### src/hw/rtl/fpa_div.sv
// Pipelined restoring divider on unsigned magnitudes, BITS_PER_STG quotient bits per stage.
// Standalone; parameters come from the instantiating module. Carries a tag alongside;
// advances only when en is high.
module fpa_div #(
  parameter int unsigned NUM_W = 64,
  parameter int unsigned DEN_W = 32,
  parameter int unsigned Q_W   = 33,
  parameter int unsigned BITS_PER_STG = 3,
  parameter int unsigned TAG_W = 1
) (
  input  logic             clk,
  input  logic             en,
  input  logic [NUM_W-1:0] num,
  input  logic [DEN_W-1:0] den,
  input  logic [TAG_W-1:0] tag_in,
  output logic [Q_W-1:0]   quo,
  output logic [DEN_W:0]   rem,
  output logic [TAG_W-1:0] tag_out
);
  localparam int unsigned NumStg = (Q_W + BITS_PER_STG - 1) / BITS_PER_STG;
  localparam int unsigned TotBits = NumStg * BITS_PER_STG;
  localparam int unsigned RW = DEN_W + 1;

  // per-stage registers: remainder, remaining numerator bits (left aligned), quotient, divisor, tag
  logic [RW-1:0]      rem_r [NumStg];
  logic [TotBits-1:0] nb_r  [NumStg];
  logic [TotBits-1:0] q_r   [NumStg];
  logic [DEN_W-1:0]   d_r   [NumStg];
  logic [TAG_W-1:0]   t_r   [NumStg];

  for (genvar s = 0; s < NumStg; s++) begin : g_stg
    logic [RW-1:0]      rem_in, rem_nxt;
    logic [TotBits-1:0] nb_in, nb_nxt, q_in, q_nxt;
    logic [DEN_W-1:0]   d_in;
    logic [TAG_W-1:0]   t_in;
    if (s == 0) begin : g_first
      // numerator top bits above the quotient window are assumed to give rem < den
      assign rem_in = RW'(num >> TotBits);
      assign nb_in  = TotBits'(num);
      assign q_in   = '0;
      assign d_in   = den;
      assign t_in   = tag_in;
    end else begin : g_next
      assign rem_in = rem_r[s-1];
      assign nb_in  = nb_r[s-1];
      assign q_in   = q_r[s-1];
      assign d_in   = d_r[s-1];
      assign t_in   = t_r[s-1];
    end
    always_comb begin
      logic [RW:0] tr;
      rem_nxt = rem_in;
      nb_nxt  = nb_in;
      q_nxt   = q_in;
      for (int k = 0; k < BITS_PER_STG; k++) begin
        tr = {rem_nxt, nb_nxt[TotBits-1]};
        nb_nxt = nb_nxt << 1;
        if (tr >= {2'b00, d_in}) begin
          tr = tr - {2'b00, d_in};
          q_nxt = {q_nxt[TotBits-2:0], 1'b1};
        end else begin
          q_nxt = {q_nxt[TotBits-2:0], 1'b0};
        end
        rem_nxt = tr[RW-1:0];
      end
    end
    always_ff @(posedge clk) begin
      if (en) begin
        rem_r[s] <= rem_nxt;
        nb_r[s]  <= nb_nxt;
        q_r[s]   <= q_nxt;
        d_r[s]   <= d_in;
        t_r[s]   <= t_in;
      end
    end
  end

  assign quo     = Q_W'(q_r[NumStg-1]);
  assign rem     = rem_r[NumStg-1];
  assign tag_out = t_r[NumStg-1];
endmodule

### config.mk
export PLATFORM = sky130hd
export DESIGN_NAME = fpa_div
export DESIGN_NICKNAME = d
export VERILOG_FILES = /design/src/hw/rtl/fpa_div.sv
export SDC_FILE = /design/constraint.sdc
export NUM_CORES = 2
export LEC_CHECK = 0
export BUFFER_PORTS_ARGS = -buffer_cell sky130_fd_sc_hd__buf_4
export CORE_MARGIN = 2
export CORE_UTILIZATION = 40
export DETAILED_ROUTE_END_ITERATION = 6
export GPL_ROUTABILITY_DRIVEN = 0
export PLACE_DENSITY_LB_ADDON = 0.08
export SETUP_SLACK_MARGIN = 0.5
export SYNTH_ARGS = -nofsm -noshare
export SYNTH_HDL_FRONTEND = slang
export SYNTH_SLANG_ARGS = --single-unit
export TNS_END_PERCENT = 20
### constraint.sdc
create_clock -name clk -period 12 [get_ports clk]
set_input_delay 1.8 -clock clk [delete_from_list [all_inputs] [get_ports clk]]
set_output_delay 1.8 -clock clk [all_outputs]
set_load 0.02 [all_outputs]
==> impl_metrics.csv <==
group,metric,value,unit
detailed_routing,drt-initial-drc-count,6816,
layout,final_net_count,12200,
status,status,"complete, but fails checks",
yosys,synth.area.top_cells,"edfxtp_1 32%, ha_1 13%, mux2_2 6.3%, xnor2_1 5.0%, a21oi_1 4.7%",
timing,rsz0062_at_grt,"yes",
timing,max_slew_margin,0.230,
floorplan,rows,183,
worst_setup_path,required,12.56,ns
clocking,holdBufCountCts,0,
flow_run,cap_violations,0,
worst_hold_path,hold_depth,0,
floorplan,pin_count,166,
layout,drive_gt1_frac,0.109,
yosys,syn_area,0.100,sq mm
floorplan,start_util,0.402,
clocking,clock-root-buffer,"clkbuf_16",
layout,regArea,0.0317,sq mm
worst_setup_path,crit_slowest_cell,"o21a_1",
detailed_routing,avgViaCountPerCell,5.88,
floorplan,design.die.area,0.254,sq mm
layout,multi_input_comb_area,0.0646,sq mm
timing,tightest_slew,1.16,ns
global_routing,grt_pass1_wl,492,mm
yosys,synth_edf_count,1057,
timing,slew_viol_final,0,
clocking,cts_tree,"built",
worst_setup_path,critical_path_arrival,11.78,ns
worst_setup_path,cpMostUsedCell,"buf_4",
floorplan,core,0.249,sq mm
global_routing,track_usage,0.248,
worst_hold_path,hold_end,"q_r[4][8]$_DFFE_PP_",
worst_setup_path,r2r_start,"d_r[5][0]$_DFFE_PP_",
worst_setup_path,critPathLaunchType,"input port",
global_routing,grt_pass1_vias,81400,
clocking,insertion_delay,0.83,ns
detailed_routing,vias,84700,
layout,nFillCells,24100,
yosys,ys_seq_elements,1057,
yosys,avgSynthCellArea,9.25,sq um
timing,skew,0.0388,ns
global_routing,antenna_found_initial,12,
clocking,numCtsBuffers,133,
layout,syn2layout_area_growth,9.69,%
timing,finalCritPeriodShare,0.935,
global_routing,grt_start_max_net_pins,153,
timing,max_freq,0.0891,GHz
worst_hold_path,hp-class,"reg2reg",
worst_setup_path,r2r_end,"rem_r[6][27]$_DFFE_PP_",
clocking,clk_pin_slew,0.06,ns
floorplan,die_height,504,um
timing,tns,0,ns
detailed_routing,drc_errors,1,
yosys,yosysTopAreaCellShare,0.317,
detailed_routing,drtAntennaViolNets,0,
yosys,synth_nets,12000,
worst_setup_path,cpPeakStageDelay,0.46,ns
status,violations,"design-rule violations",
yosys,yosysSeqAreaShare,0.317,
timing,hold_viol,0,
yosys,synth_cells,10800,
worst_setup_path,reg2reg_depth,38,
worst_setup_path,crit_fanout,31,
yosys,ys_warn_count,0,
worst_hold_path,hp-start,"q_r[3][5]$_DFFE_PP_",
global_routing,overflow,0,
worst_setup_path,r2r_slack,0.96,ns
floorplan,die-width,504,um
yosys,yosysTopAreaCell,"edfxtp_1",
clocking,cts_sinks,1057,
yosys,async_flop_share,0,
timing,setup_viol,0,
yosys,synth.distinct_cells,111,
place,dp_hpwl,265,mm
yosys,synthFlopType,"edfxtp_1",
clocking,clk_path_buf_depth,3,
detailed_routing,wire_per_inst,22.8,um
detailed_routing,drt-total-wl,328,mm
worst_setup_path,worstSetupEndpointType,"flop",
clocking,h-tree-depth,4,
place,io_buffers,165,
timing,period_needed,11.22,ns
detailed_routing,dr.pass1.iters,7,
worst_setup_path,crit_type,"in2reg",
[worst max-delay path by stage]
stage | startpoint | slack [ns] | to | cells past startpoint
after floorplan | den[7] | 1.90 | rem_r[0][24]$_DFFE_PP_ | 39
after global placement | den[7] | 0.25 | rem_r[0][2]$_DFFE_PP_ | 39
after detailed placement | den[7] | 0.13 | rem_r[0][6]$_DFFE_PP_ | 38
after CTS | d_r[3][1]$_DFFE_PP_ | 0.53 | rem_r[4][29]$_DFFE_PP_ | 35
after global routing | den[1] | 0.17 | rem_r[0][13]$_DFFE_PP_ | 39
final | den[7] | 0.78 | rem_r[0][12]$_DFFE_PP_ | 38
[registers in the layout (all words and copies together) (netlist names)]
register  flops
d_r         320
rem_r       363
q_r         198
nb_r        165
t_r          11
[synth_stat cells, types with 115 or more instances]
master and n:
nand4_1 154, edfxtp_1 1057, o21ai_0 784, o21a_1 178
mux2_2 562, nor3_1 193, clkbuf_1 180, nand2b_1 131
nor2_1 619, ha_1 1056, nand3_1 245, and3_1 118
a21o_1 524, xnor2_1 566, nor2b_1 115, nand2_1 753
xor2_1 274, inv_1 720, a21oi_1 949, o21bai_1 135
[cell families (layout without fill, tap and decap cells)]
| kind of cell | after synthesis | after routing | share of synthesized area |
|---|---|---|---|
| AO/OA/AOI/OAI | 3449 | 3449 | 0.222 |
| AND/OR/NAND/NOR | 2704 | 2705 | 0.133 |
| adder cells (fa/ha/maj) | 1089 | 1089 | 0.139 |
| flip-flops | 1057 | 1057 | 0.317 |
| buffers and inverters | 1005 | 1246 | 0.0392 |
| XOR/XNOR | 840 | 840 | 0.0735 |
| multiplexers | 684 | 684 | 0.0769 |
| other | 0 | 2 | 0 |
[critical path, delay by kind of cell]
family,cells,cell delay [ns]
AO/OA/AOI/OAI,16,3.84
adder cells (fa/ha/maj),3,1.06
buffers and inverters,7,1.64
multiplexers,3,1.02
AND/OR/NAND/NOR,9,2.37
[final cells by class]
type	count	area share
antenna	2	0.0000456
clock buffer	151	0.0309
clock inverter	89	0.00981
inverter	736	0.0252
multi-input combinational	8767	0.588
sequential	1057	0.289
tap	3330	0.0379
timing repair buffer	270	0.0192
[metal layers]
metal | wire length [um] | up-vias | global-route usage
li1 | - | 41000 | -
met1 | 143000 | 40700 | 0.319
met2 | 155000 | 2444 | 0.421
met3 | 14200 | 562 | 0.0231
met4 | 16000 | 0 | 0.108
met5 | 0 | - | 0
[cell usage in the layout, fill, tap and decap left out, types with 57 or more instances in the layout]
master / instances
nand3_1: 244
a211oi_1: 104
nor4_1: 57
and3_1: 118
and2_1: 61
buf_4: 263
inv_1: 720
o21bai_1: 135
ha_1: 1056
a21o_1: 524
o21a_1: 178
mux2_2: 562
o21ai_0: 784
nand2b_1: 131
xor2_1: 274
nand4_1: 154
or3_1: 67
o211ai_1: 68
clkbuf_16: 133
a21oi_1: 949
o31ai_1: 79
nor2_1: 619
xnor2_1: 566
mux2i_1: 83
a31oi_1: 107
nor3_1: 193
nor2b_1: 115
nand2_1: 753
edfxtp_1: 1057
[stage by stage]
| stage | instance area (sq um) | utilization | instances | setup slack [ns] | hold slack, ns |
|---|---|---|---|---|---|
| after floorplan | 100000 | - | 10800 | 1.90 | 0.400 |
| after global placement | 105000 | 0.423 | 14100 | 0.253 | 0.401 |
| after detailed placement | 105000 | 0.423 | 14100 | 0.133 | 0.405 |
| after CTS | 110000 | 0.441 | 14400 | 0.529 | 0.412 |
| after global routing | 110000 | 0.441 | 14400 | 0.170 | 0.417 |
| final | 110000 | 0.441 | 14400 | 0.781 | 0.410 |
[timing repair]
item,CTS,global route
buffers inserted,0,11
endpoints found under the setup margin,0,234
resized for setup,0,2
Power is left out: the tool's default activity adds up to more than one toggle a clock period on the data nets, which glitch-free logic cannot reach.
